$ cat src/pwl_pkg.sv
// ----------------------------------------------------------------------------
// pwl_pkg
// Types, codes and the control store of the piecewise linear scale block.
// ----------------------------------------------------------------------------
`timescale 1ns / 1ps

package pwl_pkg;

    // field widths
    localparam int VALUE_W    = 32;
    localparam int COUNT_W    = 5;
    localparam int LAYOUT_W   = 2;
    localparam int INDEX_W    = 4;
    localparam int CFG_ADDR_W = 1;
    localparam int CFG_DATA_W = 8;
    localparam int ENTRY_W    = 3 * VALUE_W;

    // divider iteration counter
    localparam int                DIV_CNT_W = $clog2(VALUE_W);
    localparam logic [DIV_CNT_W-1:0] DIV_CNT_LAST = DIV_CNT_W'(VALUE_W - 1);

    // configuration register indexes
    localparam logic [CFG_ADDR_W-1:0] REG_POINT_COUNT  = 1'b0;
    localparam logic [CFG_ADDR_W-1:0] REG_VALUE_LAYOUT = 1'b1;

    // value layouts
    localparam logic [LAYOUT_W-1:0] LAYOUT_PER_POINT = 2'd2;
    localparam logic [LAYOUT_W-1:0] LAYOUT_SPLIT     = 2'd3;

    // register reset values
    localparam logic [COUNT_W-1:0]  POINT_COUNT_RESET  = 5'd1;
    localparam logic [LAYOUT_W-1:0] VALUE_LAYOUT_RESET = LAYOUT_PER_POINT;

    // input operations
    localparam logic OP_LOAD = 1'b0;
    localparam logic OP_EVAL = 1'b1;

    // sequencer steps
    typedef enum logic [2:0] {
        ST_IDLE,
        ST_SCAN,
        ST_DECIDE,
        ST_ABS,
        ST_MUL,
        ST_DIV,
        ST_SUM,
        ST_OUT
    } step_t;

    // datapath operations
    typedef enum logic [2:0] {
        DP_IDLE,
        DP_SCAN,
        DP_DECIDE,
        DP_ABS,
        DP_MUL,
        DP_DIV,
        DP_SUM,
        DP_OUT
    } dp_op_t;

    // jump conditions
    typedef enum logic [2:0] {
        JC_NEVER,
        JC_EVAL_ACCEPT,
        JC_SCAN_LAST,
        JC_NO_INTERP,
        JC_DIV_DONE,
        JC_OUT_FREE
    } jump_cond_t;

    // one control word: operation, jump condition and target, and whether
    // the step repeats when the condition is false
    typedef struct packed {
        dp_op_t     op;
        jump_cond_t cond;
        step_t      target;
        logic       hold;
    } ucode_t;

    // status from the datapath to the sequencer
    typedef struct packed {
        logic eval_accept;
        logic scan_last;
        logic no_interp;
        logic div_done;
        logic out_free;
    } dp_flags_t;

    // table mode derived from configuration
    typedef struct packed {
        logic const_mode;
        logic split_mode;
    } mode_t;

    // control store
    function automatic ucode_t ucode_rom(input step_t step);
        ucode_t w;
        unique case (step)
            ST_IDLE:   w = '{op: DP_IDLE,   cond: JC_EVAL_ACCEPT, target: ST_SCAN,   hold: 1'b1};
            ST_SCAN:   w = '{op: DP_SCAN,   cond: JC_SCAN_LAST,   target: ST_DECIDE, hold: 1'b1};
            ST_DECIDE: w = '{op: DP_DECIDE, cond: JC_NO_INTERP,   target: ST_OUT,    hold: 1'b0};
            ST_ABS:    w = '{op: DP_ABS,    cond: JC_NEVER,       target: ST_IDLE,   hold: 1'b0};
            ST_MUL:    w = '{op: DP_MUL,    cond: JC_NEVER,       target: ST_IDLE,   hold: 1'b0};
            ST_DIV:    w = '{op: DP_DIV,    cond: JC_DIV_DONE,    target: ST_SUM,    hold: 1'b1};
            ST_SUM:    w = '{op: DP_SUM,    cond: JC_NEVER,       target: ST_IDLE,   hold: 1'b0};
            ST_OUT:    w = '{op: DP_OUT,    cond: JC_OUT_FREE,    target: ST_IDLE,   hold: 1'b1};
        endcase
        return w;
    endfunction

endpackage

$ cat src/pwl_sequencer.sv
// ----------------------------------------------------------------------------
// pwl_sequencer
// Step counter over the control store, with conditional jumps on datapath
// status. Drives the datapath operation of each step.
// ----------------------------------------------------------------------------
`timescale 1ns / 1ps

module pwl_sequencer (
    input  logic                aclk,
    input  logic                aresetn,
    input  pwl_pkg::dp_flags_t  flags,
    output pwl_pkg::dp_op_t     op
);

    pwl_pkg::step_t  step_reg;
    pwl_pkg::step_t  step_next;
    pwl_pkg::ucode_t uword;
    logic            cond_hit;

    // step register
    always_ff @(posedge aclk) begin
        if (!aresetn) begin
            step_reg <= pwl_pkg::ST_IDLE;
        end else begin
            step_reg <= step_next;
        end
    end

    // control word fetch, condition select and next step
    always_comb begin
        uword = pwl_pkg::ucode_rom(step_reg);
        unique case (uword.cond)
            pwl_pkg::JC_NEVER:       cond_hit = 1'b0;
            pwl_pkg::JC_EVAL_ACCEPT: cond_hit = flags.eval_accept;
            pwl_pkg::JC_SCAN_LAST:   cond_hit = flags.scan_last;
            pwl_pkg::JC_NO_INTERP:   cond_hit = flags.no_interp;
            pwl_pkg::JC_DIV_DONE:    cond_hit = flags.div_done;
            pwl_pkg::JC_OUT_FREE:    cond_hit = flags.out_free;
            default:                 cond_hit = 1'b0;
        endcase
        if (cond_hit) begin
            step_next = uword.target;
        end else if (uword.hold) begin
            step_next = step_reg;
        end else begin
            step_next = pwl_pkg::step_t'(step_reg + 3'd1);
        end
        op = uword.op;
    end

endmodule

$ cat config.mk
export PLATFORM = sky130hd
export DESIGN_NAME = pwl_sequencer
export DESIGN_NICKNAME = d
export VERILOG_FILES = /design/src/pwl_pkg.sv /design/src/pwl_sequencer.sv
export SDC_FILE = /design/constraint.sdc
export NUM_CORES = 1
export LEC_CHECK = 0
export BUFFER_PORTS_ARGS = -buffer_cell sky130_fd_sc_hd__buf_2
export CAP_MARGIN = 20
export CORE_AREA = 2 2 39 41
export DETAILED_ROUTE_END_ITERATION = 10
export DIE_AREA = 0 0 41 43
export PLACE_DENSITY = 0.67
export SLEW_MARGIN = 25
export SYNTH_ARGS = -nofsm -noshare
export SYNTH_HDL_FRONTEND = slang
export SYNTH_SLANG_ARGS = --single-unit
export TNS_END_PERCENT = 5
$ cat constraint.sdc
create_clock -name aclk -period 2.4 [get_ports aclk]
set_input_delay 0.12 -clock aclk [delete_from_list [all_inputs] [get_ports aclk]]
set_output_delay 0.12 -clock aclk [all_outputs]
set_load 0.01 [all_outputs]
==> results of run 1 <==
## worst register-to-register path, delay by kind of cell (launching register included)
| family | cells | cell delay, ns |
|---|---|---|
| mux | 3 | 0.92 |
| flops | 1 | 0.39 |
| fa+ha+maj | 1 | 0.22 |
| compound gates | 1 | 0.18 |
| simple gates | 1 | 0.18 |
| buf+inv | 1 | 0.09 |
## through the flow
| step | instances | util [%] | hold slack, ns | total power, mW |
|---|---|---|---|---|
| 3_5_place_dp | 80 | 46.6 | 0.439 | 0.777 |
| 5_1_grt | 84 | 48.5 | 0.154 | 0.974 |
| 3_3_place_gp | 80 | 46.6 | 0.441 | 0.767 |
| 4_1_cts | 84 | 48.5 | 0.145 | 0.912 |
| 6_report | 84 | 48.5 | 0.152 | 0.894 |
| 2_1_floorplan | 59 | - | 0.437 | 0.731 |
## final cells by class
type	instances	area [µm²]	share of cell area (%)
Inverter	3	11.3	1.68
Timing Repair Buffer	11	60.1	8.96
Tap cell	16	20.0	2.99
Clock buffer	4	26.3	3.92
Multi-Input combinational cell	37	293	43.7
Sequential cell	13	260	38.8
## cell families after synthesis
logic type	after synthesis	synth area share [%]
buffers and inverters	9	9.79
XOR/XNOR	3	4.29
adder cells (fa/ha/maj)	3	6.12
flip-flops	13	42.4
multiplexers	9	15.7
AO/OA/AOI/OAI	10	12.2
AND/OR/NAND/NOR	12	9.39
## synth_stat cells
master / instances
sky130_fd_sc_hd__mux2_4: 1
sky130_fd_sc_hd__and2_1: 1
sky130_fd_sc_hd__mux2i_1: 7
sky130_fd_sc_hd__xnor2_1: 3
sky130_fd_sc_hd__or2_0: 1
sky130_fd_sc_hd__o2bb2ai_1: 1
sky130_fd_sc_hd__inv_1: 3
sky130_fd_sc_hd__buf_6: 2
sky130_fd_sc_hd__o21bai_1: 1
sky130_fd_sc_hd__nand2_1: 4
sky130_fd_sc_hd__mux2_2: 1
sky130_fd_sc_hd__a21oi_1: 1
sky130_fd_sc_hd__nor2b_1: 1
sky130_fd_sc_hd__o211a_1: 2
sky130_fd_sc_hd__o22a_1: 1
sky130_fd_sc_hd__o21ai_0: 2
sky130_fd_sc_hd__clkbuf_1: 1
sky130_fd_sc_hd__nand2b_1: 1
sky130_fd_sc_hd__buf_4: 3
sky130_fd_sc_hd__o31ai_1: 1
sky130_fd_sc_hd__nand3_1: 2
sky130_fd_sc_hd__nor2_1: 2
sky130_fd_sc_hd__dfxtp_1: 13
sky130_fd_sc_hd__ha_1: 3
sky130_fd_sc_hd__o211ai_1: 1
## power breakdown
group	leakage [nW]	internal (mW)	switching, mW	total (mW)
Combinational	0.192	0.202	0.187	0.389
Sequential	0.108	0.315	0.0599	0.375
Clock	0.0150	0.0643	0.0658	0.130
## layer usage
metal | up-vias | share of wire (%) | GRT usage [%]
met5 | - | 0 | 0
met4 | 0 | 1.0 | 12.0
met3 | 2 | 5.2 | 3.14
met2 | 6 | 52 | 20.9
met1 | 203 | 41 | 13.0
li1 | 215 | - | -
## path summary, 6_finish.rpt
path | slack, ns | to | start
setup reg to reg | 0.31 | uword[3] | uword[4]
hold / removal | 0.15 | step_reg[2] | aresetn
setup / recovery | 0.31 | uword[3] | uword[4]
hold reg to reg | 0.47 | step_reg[1] | uword[2]
==> impl_metrics.tcl, run 1 <==
set metrics [dict create \
    postSynthNetCount 69 \
    post_synthesis_cell_area_um2 613 \
    numClockSinks 13 \
    start_util_pct 44.3 \
    avgSynthCellArea_um2 10.4 \
    cp_cell_sequence "mux2i_1 -> o22a_1 -> or2_0 -> mux2i_1 -> inv_1 -> ha_1 -> mux2_4" \
    synth_seq_cells 13 \
    number_of_antenna_diodes 0 \
    setup_viols_final 0 \
    critPathKind "reg2reg" \
    final.setup.worst_slack_ns 0.314 \
    maxClockFrequency_mhz 479 \
    cp_num_cells 7 \
    ioPinCount 10 \
    via_count 426 \
    cts-root-to-sink-buffers 2 \
    hp-class "in2reg" \
    worstHoldPathCells 2 \
    cap_violations 0 \
    fin_area_um2 671 \
    fillers 142 \
    sequential_share_of_the_synthesized_area_pct 42.4 \
    gr-total-overflow 0 \
    crit_family "multiplexers" \
    power-per-cell-area_nw_per_um2 1330 \
    finalCritPeriodShare_pct 86.9 \
    area_of_the_die_um2 1760 \
    globalRouteTotalUtil_pct 13.2 \
    avgRoutedWirePerCell_um 10.7 \
    largest_register_ffs 10 \
    tritoncts "done" \
    layout.cells.most_common_list "sky130_fd_sc_hd__dfxtp_1 (13), sky130_fd_sc_hd__buf_2 (9), sky130_fd_sc_hd__mux2i_1 (7)" \
    cp_endpoint_kind "flip-flop" \
    num-nets-final 79 \
    flow.area_growth_from_synthesis_pct 9.39 \
    post_cts_hold_buffer_count 0 \
    path_buf_inv 1 \
    timing.critical_path.required_ns 2.56 \
    synth_warnings 0 \
    synth_top_area_cells "sky130_fd_sc_hd__dfxtp_1 (42%), sky130_fd_sc_hd__mux2i_1 (11%), sky130_fd_sc_hd__ha_1 (6.1%)" \
    final_common_cell "sky130_fd_sc_hd__dfxtp_1" \
    grt_antenna_before_repair 0 \
    timing_max_transition_violations_final 0 \
    drt_drc_violations_left 0 \
    cts-htree-levels 1 \
    worst_clock_skew_ns 0.00201 \
    placed_cell_areas_um2 644 \
    pre_cts_setup_slack_ns 0.290 \
    first_pass_grt_wire_length_um 1480 \
    post-route-min-period_ns 2.09 \
    synth.lib_cells_used.distinct 25 \
    detail-route-antenna-nets 0 \
    timing_hold_violations_final 0 \
    tns_ns 0 \
    cts.reportedPaths.clkPinSlew_ns 0.07 \
    slowest_stage "sky130_fd_sc_hd__mux2i_1" \
    clock_tree_root_driver_cell "sky130_fd_sc_hd__clkbuf_4" \
    buffer_ports.inserted 9 \
    clk_latency_ns 0.27 \
    grt_start_max_net_pins 9 \
    status "finished clean" \
    post-cts-setup-buffers 0 \
    first_global_vias 402 \
    ir_drop_uv 456 \
    die_height_um 43 \
    rsz0062_at_grt "false" \
    leakage_nw 0.315 \
    gpl.final_weighted_congestion 0.696 \
    remaining_max_slew_budget_at_the_tightest_pin_pct 68.2 \
    final_layout_size_suffix_gt1_share_pct 23.5 \
    cp.arrival_ns 2.25 \
    critical_path_peak_fanout 5 \
    drt_pass1_iterations 4 \
    die_width_um 41 \
    numCtsBuffers 3 \
    tightestPinTransition_ns 0.464 \
    synth.largest_area_cell "sky130_fd_sc_hd__dfxtp_1" \
    sort_of_element_at_the_start_of_the_critical_path "flip-flop" \
    synth_top_area_share_pct 42.4 \
    worstRegToRegCells 7 \
    core_region_um2 1380 \
    routed_wl_um 902 \
    detailedRoute.firstIterationViolations 5 \
    post_cts_resize_count 0 \
    slowest_delay_ns 0.46 \
    postSynthCellCount 59 \
    detail_route.vias_per_cell 5.07 \
    row_count 14 \
    critical_path.most_common_cell "sky130_fd_sc_hd__mux2i_1" \
]
No activity file was read; power rests on OpenSTA's default activity.
==> run 2: changes to the inputs <==
Settings changed: CORE_AREA 2 2 39 41 to default, CORE_UTILIZATION from default to 46, DIE_AREA 0 0 41 43 to default, PLACE_DENSITY 0.67 to 0.7.
Clock period 2.4 ns to 1.8 ns, I/O delays scaled along.
==> run 2 against run 1 <==
Hold slack worse by 0.033 ns. Clock skew up 0.0012 ns. Sequential power up 37%. Utilization up 16 points. Combinational power up 85%. Sequential cell count unchanged.
==> impl_metrics.tcl, run 2 (synthesis results as in run 1) <==
set metrics [dict create \
    status "finished clean" \
    remaining_max_slew_budget_at_the_tightest_pin_pct 77.6 \
    ir_drop_uv 1290 \
    fin_area_um2 752 \
    crit_family "multiplexers" \
    via_count 442 \
    power-per-cell-area_nw_per_um2 1880 \
    cap_violations 0 \
    numCtsBuffers 3 \
    placed_cell_areas_um2 718 \
    detail-route-antenna-nets 0 \
    first_pass_grt_wire_length_um 1840 \
    post_cts_hold_buffer_count 0 \
    slowest_stage "sky130_fd_sc_hd__dfxtp_4" \
    row_count 12 \
    avgRoutedWirePerCell_um 12.4 \
    num-nets-final 85 \
    timing_max_transition_violations_final 0 \
    globalRouteTotalUtil_pct 19.2 \
    start_util_pct 52.4 \
    critical_path_peak_fanout 4 \
    cts.reportedPaths.clkPinSlew_ns 0.08 \
    largest_register_ffs 10 \
    final_layout_size_suffix_gt1_share_pct 40.5 \
    cts-htree-levels 1 \
    timing_hold_violations_final 0 \
    clock_tree_root_driver_cell "sky130_fd_sc_hd__clkbuf_4" \
    cp.arrival_ns 1.97 \
    worst_clock_skew_ns 0.00319 \
    leakage_nw 0.346 \
    drt_pass1_iterations 2 \
    hp-class "in2reg" \
    setup_viols_final 0 \
    area_of_the_die_um2 1480 \
    flow.area_growth_from_synthesis_pct 22.7 \
    routed_wl_um 1090 \
    tightestPinTransition_ns 0.332 \
    total_power_mw 1.41 \
    slowest_delay_ns 0.36 \
    hpwlAfterDp_um 834 \
    die_height_um 38.5 \
    critPathKind "reg2reg" \
    layout.cells.most_common_list "sky130_fd_sc_hd__dfxtp_1 (11), sky130_fd_sc_hd__buf_2 (9), sky130_fd_sc_hd__buf_4 (8)" \
    seq_area_um2 265 \
    detail_route.vias_per_cell 5.02 \
    maxClockFrequency_mhz 557 \
    core_region_um2 1170 \
    ioPinCount 10 \
    tritoncts "done" \
    pre_cts_setup_slack_ns -0.268 \
    final_common_cell "sky130_fd_sc_hd__dfxtp_1" \
    gr-total-overflow 0 \
    finalNonFillerCells 88 \
    gpl.final_weighted_congestion 0.697 \
    sort_of_element_at_the_start_of_the_critical_path "flip-flop" \
    fillers 102 \
    grt_start_max_net_pins 9 \
    clk_latency_ns 0.28 \
    rsz0062_at_grt "true" \
    final.setup.worst_slack_ns 0.00604 \
    path_buf_inv 1 \
    cp_endpoint_kind "flip-flop" \
    finalCritPeriodShare_pct 99.7 \
    place_inst 84 \
    drt_drc_violations_left 0 \
    multi_input_comb_area_um2 325 \
    worstRegToRegCells 7 \
    first_global_vias 453 \
    timing.critical_path.required_ns 1.97 \
    cp_num_cells 7 \
    cts-root-to-sink-buffers 2 \
    worstHoldPathCells 2 \
    die_width_um 38.5 \
    numClockSinks 13 \
    cp_cell_sequence "mux2i_1 -> o22a_1 -> or2_4 -> mux2i_4 -> inv_1 -> ha_2 -> mux2_4" \
    number_of_antenna_diodes 0 \
    buffer_ports.inserted 9 \
    detailedRoute.firstIterationViolations 6 \
    post-route-min-period_ns 1.79 \
    grt_antenna_before_repair 0 \
]
## run 2: cell types whose count changed in the layout (fill, tap and decap cells not counted)
cell	change
sky130_fd_sc_hd__buf_4	+6
sky130_fd_sc_hd__clkbuf_1	-1
sky130_fd_sc_hd__clkinv_2	+1
sky130_fd_sc_hd__dfxtp_1	-2
sky130_fd_sc_hd__dfxtp_2	+1
sky130_fd_sc_hd__dfxtp_4	+1
sky130_fd_sc_hd__ha_1	-2
sky130_fd_sc_hd__ha_2	+2
sky130_fd_sc_hd__mux2i_1	-2
sky130_fd_sc_hd__mux2i_4	+2
sky130_fd_sc_hd__or2_0	-1
sky130_fd_sc_hd__or2_4	+1
## run 2: report_power, final
group	switching [mW]	internal, mW
registers	0.0837	0.428
clock network	0.0953	0.0824
logic	0.317	0.404
## run 2: worst paths after layout
| check | start | to | slack (ns) |
|---|---|---|---|
| worst max-delay path | uword[4] | uword[3] | 0.006 |
| worst min-delay path | aresetn | step_reg[2] | 0.12 |
| worst max register to register | uword[4] | uword[3] | 0.006 |
| worst min register to register | uword[3] | step_reg[2] | 0.54 |
## run 2: per-stage QoR
| step | setup TNS (ns) | util (%) | hold slack (ns) |
|---|---|---|---|
| 2_1_floorplan | -0.00407 | - | 0.407 |
| 3_3_place_gp | -0.585 | 61.3 | 0.412 |
| 3_5_place_dp | -0.731 | 61.3 | 0.407 |
| 4_1_cts | 0 | 64.0 | 0.116 |
| 5_1_grt | -0.262 | 64.2 | 0.120 |
| 6_report | 0 | 64.2 | 0.119 |
## run 2: what timing repair did
| action | CTS | global route |
|---|---|---|
| buffers inserted | 1 | 0 |
| endpoints found under the setup margin | 6 | 5 |
| cloned | 0 | 0 |
| pin swaps | 2 | 2 |
| endpoints found under the hold margin | 0 | 0 |
| resized for setup | 3 | 1 |
## run 2: worst register-to-register path: stages (launching register included)
cell and delay [ns]:
sky130_fd_sc_hd__dfxtp_4 0.36, sky130_fd_sc_hd__mux2i_1 0.12, sky130_fd_sc_hd__o22a_1 0.24, sky130_fd_sc_hd__or2_4 0.28, sky130_fd_sc_hd__mux2i_4 0.20, sky130_fd_sc_hd__inv_1 0.07
sky130_fd_sc_hd__ha_2 0.18, sky130_fd_sc_hd__mux2_4 0.26
## run 2: layer usage
metal  vias to the layer above  share of wire [%]  track usage (%)
met5                         -                  0                0
met4                         0                2.1             10.3
met3                         4                3.1             5.81
met2                         5                 54             33.8
met1                       205                 41             19.9
li1                        228                  -                -
## run 2: area by class of cell
type	count	share of cell area, %
flip-flops and latches	13	35.3
well taps	14	2.33
clock inverters	1	0.666
inverters	3	1.50
clock buffers	3	3.00
repair buffers	17	14.0
multi-input cells	37	43.3
==> run 3: changes to the inputs <==
Settings changed: ABC_AREA from default to 1, TNS_END_PERCENT 5 to 10.
==> run 3 against run 2 <==
Critical path depth is 4 higher. Utilization is 6.1 points lower. Clock power hardly changed. Critical endpoint is now uword[2]. First-iteration DRC count is 67% lower. Non-clock buffer count is 8 lower. Combinational power hardly changed. Synthesized cell count is 29% higher. Cell count is 14% higher.
==> impl_metrics.tcl, run 3 <==
set metrics [dict create \
    tightestPinTransition_ns 0.193 \
    slowest_delay_ns 0.39 \
    avgRoutedWirePerCell_um 8.87 \
    globalRouteTotalUtil_pct 15.0 \
    timing_max_transition_violations_final 0 \
    synth_top_area_cells "sky130_fd_sc_hd__dfxtp_1 (42%), sky130_fd_sc_hd__inv_1 (9.8%), sky130_fd_sc_hd__nand2_1 (7.3%)" \
    post_synthesis_cell_area_um2 614 \
    finalCritPeriodShare_pct 88.7 \
    number_of_synthesized_flops_with_an_enable_pin 0 \
    final.setup.worst_slack_ns 0.203 \
    clk_latency_ns 0.27 \
    fin_worst_hold_slack_ns 0.0946 \
    cp_endpoint_kind "flip-flop" \
    grt_antenna_before_repair 0 \
    row_count 12 \
    synth_seq_cells 13 \
    synth.lib_cells_used.distinct 18 \
    core_region_um2 1170 \
    area_of_the_die_um2 1490 \
    first_global_vias 354 \
    cts-root-to-sink-buffers 2 \
    crit_family "simple AND/OR/NAND/NOR gates" \
    largest_register_ffs 10 \
    ir_drop_uv 837 \
    grt_start_max_net_pins 9 \
    power-per-cell-area_nw_per_um2 2070 \
    first_pass_grt_wire_length_um 1450 \
    hpwlAfterDp_um 707 \
    timing.critical_path.required_ns 1.97 \
    layout.cells.most_common_list "sky130_fd_sc_hd__inv_1 (16), sky130_fd_sc_hd__dfxtp_1 (13), sky130_fd_sc_hd__nand2_1 (12)" \
    combPwrFrac_pct 51.2 \
    gpl.final_weighted_congestion 0.720 \
    status "finished clean" \
    avgSynthCellArea_um2 8.08 \
    detail_route.vias_per_cell 4.43 \
    clock_tree_root_driver_cell "sky130_fd_sc_hd__clkbuf_4" \
    sw_frac_of_total_pct 44.2 \
    hp-class "in2reg" \
    gr-total-overflow 0 \
    tns_ns 0 \
    yosys.cell_count.top_type "sky130_fd_sc_hd__inv_1" \
    drt_drc_violations_left 0 \
    timing_hold_violations_final 0 \
    detail-route-antenna-nets 0 \
    numCtsBuffers 3 \
    rsz0062_at_grt "false" \
    number_of_antenna_diodes 0 \
    postSynthNetCount 86 \
    final_layout_size_suffix_gt1_share_pct 30.2 \
    cp_cell_sequence "nand2_1 -> nand3_2 -> nand3_2 -> nand2_1 -> nand2_2 -> nor2_4 -> inv_2 -> ha_1 -> inv_1 -> nand2_2 -> o21ai_1" \
    internal-power_mw 0.785 \
    critPathKind "reg2reg" \
    cap_violations 0 \
    synth.largest_area_cell "sky130_fd_sc_hd__dfxtp_1" \
    critical_path_peak_fanout 5 \
    start_util_pct 52.5 \
    synth_top_area_share_pct 42.4 \
    cts-htree-levels 1 \
    numClockSinks 13 \
    postSynthCellCount 76 \
    synthTopCellsByCount "sky130_fd_sc_hd__inv_1 (16), sky130_fd_sc_hd__dfxtp_1 (13), sky130_fd_sc_hd__nand2_1 (12)" \
    cp.arrival_ns 1.77 \
    routed_wl_um 887 \
    synthArstFlopShare_pct 0 \
    path_buf_inv 2 \
    buffer_ports.inserted 9 \
    post-cts-setup-buffers 0 \
    tritoncts "done" \
    clock_power_share_pct 12.6 \
    flow.area_growth_from_synthesis_pct 10.8 \
    die_width_um 38.5 \
    sequential_share_of_the_synthesized_area_pct 42.4 \
    setup_viols_final 0 \
    remaining_max_slew_budget_at_the_tightest_pin_pct 87.1 \
    detailedRoute.firstIterationViolations 2 \
    maxClockFrequency_mhz 626 \
    via_count 443 \
    leakage_nw 0.390 \
    pre_cts_setup_slack_ns 0.195 \
    sort_of_element_at_the_start_of_the_critical_path "flip-flop" \
    cts.reportedPaths.clkPinSlew_ns 0.08 \
    switching_power_mw 0.623 \
    synth_top_flop_cell "sky130_fd_sc_hd__dfxtp_1" \
    flop_pwr_share_pct 36.2 \
    num-nets-final 97 \
    post_cts_hold_buffer_count 0 \
    ioPinCount 10 \
    die_height_um 38.5 \
    post_cts_resize_count 0 \
    synth_warnings 0 \
    post-route-min-period_ns 1.60 \
    final_common_cell "sky130_fd_sc_hd__inv_1" \
    drt_pass1_iterations 2 \
    slowest_stage "sky130_fd_sc_hd__dfxtp_1" \
    worst_clock_skew_ns 0.000849 \
]
-- run 3: cell types whose count changed after synthesis, moves of 3 or more --
cell and delta:
sky130_fd_sc_hd__nand4_1 +3, sky130_fd_sc_hd__nand2_1 +8, sky130_fd_sc_hd__inv_1 +13, sky130_fd_sc_hd__xnor2_1 -3
sky130_fd_sc_hd__nand3_2 +3, sky130_fd_sc_hd__o21ai_1 +3, sky130_fd_sc_hd__mux2i_1 -7, sky130_fd_sc_hd__nand2_2 +7
-- run 3: logic make-up after synthesis --
kind of cell | share of synthesized area (%)
buf+inv | 14.1
xor+xnor | 1.43
compound gates | 5.50
simple gates | 30.5
flops | 42.4
fa+ha+maj | 6.11
-- run 3: power by group through the flow --
| stage | clock [mW] | sequential, mW | combinational (mW) |
|---|---|---|---|
| after global placement | 0 | 0.511 | 0.730 |
| final | 0.177 | 0.510 | 0.721 |
| after detailed placement | 0 | 0.518 | 0.733 |
| after global routing | 0.194 | 0.525 | 0.833 |
| after CTS | 0.180 | 0.512 | 0.736 |
| after floorplan | 0 | 0.498 | 0.638 |
-- run 3: metal layers --
layer / track usage [%] / share of wire [%]
met1: 19.9 / 52
met2: 20.0 / 41
met3: 1.74 / 2.6
met4: 15.5 / 3.8
met5: 0 / 0
-- run 3: worst paths after layout --
check | startpoint | endpoint | slack, ns | cells after the start
setup / recovery | uword[4] | uword[2] | 0.20 | 11
hold / removal | aresetn | step_reg[2] | 0.09 | 3
hold reg to reg | uword[1] | step_reg[0] | 0.64 | 4
setup reg to reg | uword[4] | uword[2] | 0.20 | 11
-- run 3: metrics by stage --
stage	area [µm²]	power [mW]	instances	utilization, %
after floorplan	614	1.14	76	-
after global placement	654	1.24	96	55.9
after detailed placement	654	1.25	96	55.9
after CTS	681	1.43	100	58.1
after global routing	681	1.55	100	58.1
final	681	1.41	100	58.1
-- run 3: area by class of cell --
type                       count  area, µm²
tap                           14       17.5
multi-input combinational     43        268
timing repair buffer           9       45.0
inverter                      17       63.8
sequential                    13        260
fill                         115        490
clock buffer                   4       26.3
-- run 3: worst min-delay path: cells and delay by family --
family                 cells  cell delay [ns]
buffers and inverters      2             0.16
AND/OR/NAND/NOR            1             0.09
